### src/design/spq_pkg.sv
// ----------------------------------------------------------------------------
// spq_pkg: shared types and constants of the sorted priority queue
// Field widths of the command and result ports, command codes and the
// control word that the top level hands to every cell of the row.
// ----------------------------------------------------------------------------
package spq_pkg;

    // fixed port field widths
    localparam int ID_W   = 16;
    localparam int TIME_W = 32;
    localparam int SIZE_W = 5;
    localparam int LOAD_W = 40;

    // parameter defaults
    localparam int DEPTH_DEF     = 16;
    localparam int ID_BITS_DEF   = 16;
    localparam int TIME_BITS_DEF = 32;

    // saturation ceiling of the load total
    localparam logic [LOAD_W-1:0] LOAD_MAX = '1;

    // command codes
    localparam logic CMD_INSERT = 1'b0;
    localparam logic CMD_REMOVE = 1'b1;

    // per-cycle control broadcast along the cell row
    typedef struct packed {
        logic ins;   // place the new entry, shift the tail right
        logic pop;   // shift the whole row left by one
    } spq_ctrl_t;

endpackage

### src/design/sorted_priority_queue.sv
// ----------------------------------------------------------------------------
// sorted_priority_queue: shift-register priority queue of process entries
// A row of DEPTH cells keeps id/time pairs in ascending time order, equal
// times in arrival order; insert, pop, a saturating load total and a
// one-cycle result strobe per item.
// ----------------------------------------------------------------------------
//
//  channel   handshake              payload
//  -------   --------------------   ------------------------------------------
//  command   start in, busy out     command, proc_id, run_time
//  result    done out (strobe)      removed_valid/id/time, head_valid/id/time,
//                                   queue_size, total_load, dropped
//
//  An item is taken at any edge with start high and busy low; busy stays low,
//  so one item may follow another in every cycle.
//  For each item every cell compares its key with the new time and shifts
//  in one step, and the result shows during the following cycle.
//  done is high for exactly that one cycle; the receiver cannot stall it.
//  Reset empties the queue and clears the load total; slot contents are left
//  as they are and are never read before being written.
//
module sorted_priority_queue #(
    parameter int DEPTH     = spq_pkg::DEPTH_DEF,
    parameter int ID_BITS   = spq_pkg::ID_BITS_DEF,
    parameter int TIME_BITS = spq_pkg::TIME_BITS_DEF
) (
    input  logic                        clk,
    input  logic                        rst_n,
    input  logic                        start,
    output logic                        busy,
    input  logic                        command,
    input  logic [spq_pkg::ID_W-1:0]    proc_id,
    input  logic [spq_pkg::TIME_W-1:0]  run_time,
    output logic                        done,
    output logic                        removed_valid,
    output logic [spq_pkg::ID_W-1:0]    removed_id,
    output logic [spq_pkg::TIME_W-1:0]  removed_time,
    output logic                        head_valid,
    output logic [spq_pkg::ID_W-1:0]    head_id,
    output logic [spq_pkg::TIME_W-1:0]  head_time,
    output logic [spq_pkg::SIZE_W-1:0]  queue_size,
    output logic [spq_pkg::LOAD_W-1:0]  total_load,
    output logic                        dropped
);
    import spq_pkg::*;

    localparam int CNT_W = $clog2(DEPTH + 1);
    // sum wide enough for the load plus any key without wrapping
    localparam int SUM_W = ((TIME_BITS > LOAD_W) ? TIME_BITS : LOAD_W) + 1;
    localparam logic [CNT_W-1:0] FULL = CNT_W'(DEPTH);

    logic                 accept;
    logic                 full;
    logic                 empty;
    logic                 do_ins;
    logic                 do_pop;
    spq_ctrl_t            ctrl;
    logic [ID_BITS-1:0]   new_id;
    logic [TIME_BITS-1:0] new_time;

    logic [ID_BITS-1:0]   cell_id   [DEPTH];
    logic [TIME_BITS-1:0] cell_time [DEPTH];
    logic                 cell_le   [DEPTH];

    logic [CNT_W-1:0]     count_reg;
    logic [CNT_W-1:0]     count_next;
    logic [LOAD_W-1:0]    load_reg;
    logic [LOAD_W-1:0]    load_next;
    logic [SUM_W-1:0]     load_sum;

    logic                 done_reg;
    logic                 removed_valid_reg;
    logic [ID_W-1:0]      removed_id_reg;
    logic [TIME_W-1:0]    removed_time_reg;
    logic                 dropped_reg;

    // every command completes in the cycle it is taken
    assign busy   = 1'b0;
    assign accept = start && !busy;

    assign full   = (count_reg == FULL);
    assign empty  = (count_reg == '0);
    assign do_ins = accept && (command == CMD_INSERT) && !full;
    assign do_pop = accept && (command == CMD_REMOVE) && !empty;

    assign ctrl.ins = do_ins;
    assign ctrl.pop = do_pop;

    // keep only the stored width of each key field
    assign new_id   = ID_BITS'(proc_id);
    assign new_time = TIME_BITS'(run_time);

    // ---- cell row ---------------------------------------------------------
    // Cell i is occupied when i is below the count. On insert the occupied
    // prefix whose times are <= the key stays put, the first cell past it
    // takes the new entry and every later cell takes its left neighbour's.
    // On pop every cell takes its right neighbour's entry.
    for (genvar i = 0; i < DEPTH; i++)
    begin : g_cell
        localparam logic [CNT_W-1:0] IDX = CNT_W'(i);

        logic                 left_le;
        logic [ID_BITS-1:0]   left_id;
        logic [TIME_BITS-1:0] left_time;
        logic [ID_BITS-1:0]   right_id;
        logic [TIME_BITS-1:0] right_time;

        if (i == 0)
        begin : g_first
            assign left_le   = 1'b1;
            assign left_id   = '0;
            assign left_time = '0;
        end
        else
        begin : g_link_left
            assign left_le   = cell_le[i-1];
            assign left_id   = cell_id[i-1];
            assign left_time = cell_time[i-1];
        end

        if (i == DEPTH - 1)
        begin : g_last
            // nothing behind the last slot: hold its stale entry
            assign right_id   = cell_id[i];
            assign right_time = cell_time[i];
        end
        else
        begin : g_link_right
            assign right_id   = cell_id[i+1];
            assign right_time = cell_time[i+1];
        end

        spq_cell #(
            .ID_BITS   (ID_BITS),
            .TIME_BITS (TIME_BITS)
        ) u_cell (
            .clk        (clk),
            .ctrl       (ctrl),
            .occupied   (IDX < count_reg),
            .new_id     (new_id),
            .new_time   (new_time),
            .left_le    (left_le),
            .left_id    (left_id),
            .left_time  (left_time),
            .right_id   (right_id),
            .right_time (right_time),
            .le         (cell_le[i]),
            .id         (cell_id[i]),
            .time_val   (cell_time[i])
        );
    end

    // ---- count and load total ---------------------------------------------
    assign load_sum = SUM_W'(load_reg) + SUM_W'(new_time);

    always_comb
    begin
        count_next = count_reg;
        load_next  = load_reg;
        if (do_ins)
        begin
            count_next = count_reg + CNT_W'(1);
            // saturate at the top of the load range
            if (load_sum > SUM_W'(LOAD_MAX))
                load_next = LOAD_MAX;
            else
                load_next = LOAD_W'(load_sum);
        end
        else if (do_pop)
        begin
            count_next = count_reg - CNT_W'(1);
        end
    end

    // ---- state and registered result fields -------------------------------
    always_ff @(posedge clk or negedge rst_n)
    begin
        if (!rst_n)
        begin
            count_reg         <= '0;
            load_reg          <= '0;
            done_reg          <= 1'b0;
            removed_valid_reg <= 1'b0;
            dropped_reg       <= 1'b0;
        end
        else
        begin
            count_reg         <= count_next;
            load_reg          <= load_next;
            done_reg          <= accept;
            removed_valid_reg <= do_pop;
            dropped_reg       <= accept && (command == CMD_INSERT) && full;
        end
    end

    // capture the popped head before the row shifts
    always_ff @(posedge clk)
    begin
        if (accept)
        begin
            removed_id_reg   <= do_pop ? ID_W'(cell_id[0]) : '0;
            removed_time_reg <= do_pop ? TIME_W'(cell_time[0]) : '0;
        end
    end

    // head comes straight off the row, size and total off their registers, after the step
    assign done          = done_reg;
    assign removed_valid = removed_valid_reg;
    assign removed_id    = removed_id_reg;
    assign removed_time  = removed_time_reg;
    assign head_valid    = !empty;
    assign head_id       = empty ? '0 : ID_W'(cell_id[0]);
    assign head_time     = empty ? '0 : TIME_W'(cell_time[0]);
    assign queue_size    = SIZE_W'(count_reg);
    assign total_load    = load_reg;
    assign dropped       = dropped_reg;

    // ---- assertions -------------------------------------------------------
    a_done_follows_accept : assert property (@(posedge clk) disable iff (!rst_n)
        done == $past(accept))
        else $error("result strobe does not follow the accepted item");

    a_count_bounded : assert property (@(posedge clk) disable iff (!rst_n)
        count_reg <= FULL)
        else $error("queue count beyond depth");

    a_drop_only_full : assert property (@(posedge clk) disable iff (!rst_n)
        done && dropped |-> count_reg == FULL && !removed_valid)
        else $error("insert dropped while the queue had room");

    a_head_ordered : assert property (@(posedge clk) disable iff (!rst_n)
        count_reg > CNT_W'(1) |-> cell_time[0] <= cell_time[1])
        else $error("head entry is not the smallest time");

    a_load_monotonic : assert property (@(posedge clk) disable iff (!rst_n)
        load_reg >= $past(load_reg))
        else $error("load total decreased");

endmodule

### src/design/spq_cell.sv
// ----------------------------------------------------------------------------
// spq_cell: one slot of the sorted queue
// Holds one id/time pair, compares it with the incoming key and, on each
// accepted command, keeps its entry, takes the new one or takes a neighbour's.
// ----------------------------------------------------------------------------
module spq_cell #(
    parameter int ID_BITS   = spq_pkg::ID_BITS_DEF,
    parameter int TIME_BITS = spq_pkg::TIME_BITS_DEF
) (
    input  logic                 clk,
    input  spq_pkg::spq_ctrl_t   ctrl,
    input  logic                 occupied,
    input  logic [ID_BITS-1:0]   new_id,
    input  logic [TIME_BITS-1:0] new_time,
    input  logic                 left_le,
    input  logic [ID_BITS-1:0]   left_id,
    input  logic [TIME_BITS-1:0] left_time,
    input  logic [ID_BITS-1:0]   right_id,
    input  logic [TIME_BITS-1:0] right_time,
    output logic                 le,
    output logic [ID_BITS-1:0]   id,
    output logic [TIME_BITS-1:0] time_val
);
    import spq_pkg::*;

    logic [ID_BITS-1:0]   id_reg;
    logic [TIME_BITS-1:0] time_reg;
    logic [ID_BITS-1:0]   id_next;
    logic [TIME_BITS-1:0] time_next;

    // entry stays ahead of the new key: equal times keep arrival order
    assign le = occupied && (time_reg <= new_time);

    always_comb
    begin
        id_next   = id_reg;
        time_next = time_reg;
        if (ctrl.pop)
        begin
            id_next   = right_id;
            time_next = right_time;
        end
        else if (ctrl.ins && !le)
        begin
            // first slot past the prefix takes the new entry, the rest shift right
            if (left_le)
            begin
                id_next   = new_id;
                time_next = new_time;
            end
            else
            begin
                id_next   = left_id;
                time_next = left_time;
            end
        end
    end

    always_ff @(posedge clk)
    begin
        id_reg   <= id_next;
        time_reg <= time_next;
    end

    assign id       = id_reg;
    assign time_val = time_reg;

endmodule

### config.mk
export PLATFORM = sky130hd
export DESIGN_NAME = sorted_priority_queue
export DESIGN_NICKNAME = d
export VERILOG_FILES = /design/src/design/spq_pkg.sv /design/src/design/sorted_priority_queue.sv /design/src/design/spq_cell.sv
export SDC_FILE = /design/constraint.sdc
export NUM_CORES = 2
export LEC_CHECK = 0
export BUFFER_PORTS_ARGS = -buffer_cell sky130_fd_sc_hd__buf_4
export CAP_MARGIN = 20
export CORE_MARGIN = 4
export CORE_UTILIZATION = 50
export CTS_BUF_LIST = sky130_fd_sc_hd__clkbuf_4 sky130_fd_sc_hd__clkbuf_8 sky130_fd_sc_hd__clkbuf_16
export CTS_CLUSTER_DIAMETER = 80
export DETAILED_ROUTE_END_ITERATION = 10
export GPL_ROUTABILITY_DRIVEN = 0
export MAX_ROUTING_LAYER = met4
export PLACE_DENSITY = 0.79
export REMOVE_ABC_BUFFERS = 1
export SYNTH_ARGS = -nofsm -noshare
export SYNTH_HDL_FRONTEND = slang
export SYNTH_SLANG_ARGS = --single-unit
### constraint.sdc
create_clock -name clk -period 5.7 [get_ports clk]
set_input_delay 0.285 -clock clk [delete_from_list [all_inputs] [get_ports clk]]
set_output_delay 0.285 -clock clk [all_outputs]
set_load 0.01 [all_outputs]
==> qor.yml <==
die:
  fp.coreArea_um2: 111000
  die_area_um2: 117000
  dieWidth_um: 342
  rows: 122
  ioPinCount: 198
  die_h_um: 342
  initial_core_util: 0.503
synth:
  synth_mux_area_frac: 0.132
  yosysWarningCount: 0
  synthArstFlopShare: 0.0556
  synth-xor-area-share: 0.00503
  synth-compound-area-share: 0.133
  ys_ff_latch: 864
  synth_top_family_by_area: "compound AO/OA/AOI/OAI gates"
  synth_cells: 5297
  yosysSeqAreaShare: 0.461
  synthAdderAreaFrac: 0.123
  yosys.area_share.simple: 0.115
  synth_edf_count: 816
  yosysUniqueCellTypes: 72
  syn_area_um2: 55700
  ys.flop_type: "edfxtp_1"
  syn_area_per_cell_um2: 10.5
clocking:
  cts.sinks: 864
  cts_made_buffers: 97
  root_buffer: "clkbuf_16"
  post_cts_buffers: 0
  post_cts_resized: 0
  ctsHoldBuffers: 3
  clkTransAtPathRegs_ns: 0.06
  clk_latency_ns: 0.71
  cts_tree: "done"
  clockBufferDepth: 3
  htreeDepth: 3
global_routing:
  grt_remaining_overflow: 0
  grt_usage: 0.299
  grt_pass1_vias: 43600
  antenna_found_initial: 3
  grt_max_degree: 147
  grt_pass1_wl_um: 264000
worst_setup_path:
  path_common_cell: "a21o_1"
  worstPathRequired_ns: 6.10
  endpoint_kind: "flop"
  critPathKind: "flop to flop"
  worst_ep_arrival_time_ns: 4.84
  slowest_stage: "a221oi_1"
  crit_start: "g_cell[12].u_cell.time_val[13]"
  worstPathMaxFanout: 18
  cp_slowest_stage_delay_ns: 0.80
  startpoint_type: "flop"
  r2r_start: "g_cell[12].u_cell.time_val[13]"
  worstPathCellList: "ha_1 > a21o_1 > a21o_1 > a21oi_1 > o211ai_1 > a221oi_1 > o22a_4 > buf_4 > mux2i_1 > o21ai_0"
final_layout:
  drive_above_1_share: 0.110
  fin_nets: 5964
  area_growth_pct: 11.7
  largest_reg_flops: 512
  utilization: 0.562
timing:
  slew_headroom: 0.242
  rsz0062_at_grt: "false"
  hold_violations: 0
  worstMarginPinSlew_ns: 1.12
  finalSetupViolCount: 0
  fin_skew_ns: 0.0501
  fin_ws_ns: 1.26
  period_share: 0.779
  drv_slew: 0
  fmax_mhz: 225
  min_period_ns: 4.44
power:
  power_leakage_nw: 25.3
  peakVddDrop_v: 0.000406
  power.density_nw_per_um2: 479
drt:
  wl_um: 175000
  drcViolationCount: 0
  drtPass1Iterations: 8
  via_per_inst: 6.45
  wl_per_cell_um: 25.2
  num_vias: 44700
  drt_iter0_drc: 5952
  drt.antenna.violating_nets: 0
min_path:
  hold_class: "primary input to flop"
  hp-start: "proc_id[2]"
place:
  dp_hpwl_um: 124000
  dp_slack_ns: 0.718
  io_buffer_count: 196
outcome:
  status: "completed"
run:
  cap_violations: 0
-- final timing paths --
path | end | slack [ns] | cells past startpoint
max | g_cell[13].u_cell.id[13] | 1.26 | 10
min | g_cell[15].u_cell.id[2] | 0.06 | 2
max reg2reg | g_cell[13].u_cell.id[13] | 1.26 | 10
min reg2reg | total_load[36] | 0.54 | 1
max in group asynchronous | total_load[1] | 4.93 | 2
min in group asynchronous | queue_size[3] | 0.20 | 2
-- where the power goes --
| part | internal, W | leakage, nW | switching [W] |
|---|---|---|---|
| Sequential | 0.00959 | 8.42 | 0.00165 |
| Clock | 0.00361 | 1.58 | 0.00271 |
| Combinational | 0.00499 | 15.3 | 0.00726 |
-- synth_stat cells, types with 33 or more instances --
cell type / instances / area share
mux2_2: 98 / 0.020
nor2_1: 93 / 0.0063
dfrtp_1: 48 / 0.022
inv_1: 69 / 0.0046
clkbuf_1: 250 / 0.017
a21o_1: 114 / 0.015
ha_1: 547 / 0.12
mux2i_1: 625 / 0.11
buf_2: 56 / 0.0050
a21oi_1: 210 / 0.019
nor3_1: 33 / 0.0030
o21ai_0: 655 / 0.059
nand3_1: 79 / 0.0071
edfxtp_1: 816 / 0.44
nand2_1: 949 / 0.064
o211ai_1: 89 / 0.012
and2_1: 99 / 0.011
o21ai_1: 58 / 0.0052
nand4_1: 87 / 0.0098
-- cell families after synthesis --
logic type / count (synthesis)
muxes: 723
xor gates and xnor gates: 32
buffers and inverters: 405
DFF: 864
and+or+nand+nor: 1447
other: 1
AOI/OAI and AO/OA: 1277
adders and majority gates: 548
-- per-stage QoR --
step | setup TNS, ns | cells | cell area, µm² | hold slack [ns] | power, W
floorplan | -9459.47 | 4962 | 54300 | -0.0106 | 0.0195
global placement | 0 | 6746 | 59000 | 0.405 | 0.0226
detailed placement | 0 | 6747 | 59000 | 0.409 | 0.0231
CTS | 0 | 6927 | 62200 | 0.0329 | 0.0295
global route | 0 | 6931 | 62200 | 0.0669 | 0.0311
finish | 0 | 6934 | 62200 | 0.0576 | 0.0298
-- worst max-delay path: cells and delay by family (launching register included) --
family	cells	cell delay (ns)
flip-flops	1	0.45
multiplexers	1	0.29
AO/OA/AOI/OAI	7	2.62
buffers and inverters	1	0.41
adder cells (fa/ha/maj)	1	0.33
-- final cells by class --
class	instances	area (µm²)
flip-flops and latches	864	25700
diodes	4	10.0
repair buffers	303	2530
clock buffers	125	2690
well taps	1488	1860
clock inverters	52	457
inverters	70	270
fillers	9116	48400
multi-input cells	4028	28700
-- layout by cell type (no fill, tap or decap), types with 89 or more instances in the layout --
master / n
edfxtp_1: 816
ha_1: 547
buf_4: 279
mux2i_1: 625
clkbuf_16: 100
nor2_1: 92
a21o_1: 114
o21ai_0: 641
a21oi_1: 208
mux2_2: 98
and2_1: 99
o211ai_1: 89
nand2_1: 948
-- routing by layer --
metal,vias to the layer above,global-route usage,share of wire
met4,0,0.168,0.065
met2,2609,0.443,0.44
met1,21700,0.385,0.38
met5,-,-,0
met3,555,0.0605,0.11
li1,19900,-,-
(Power assumes the default switching activity.)
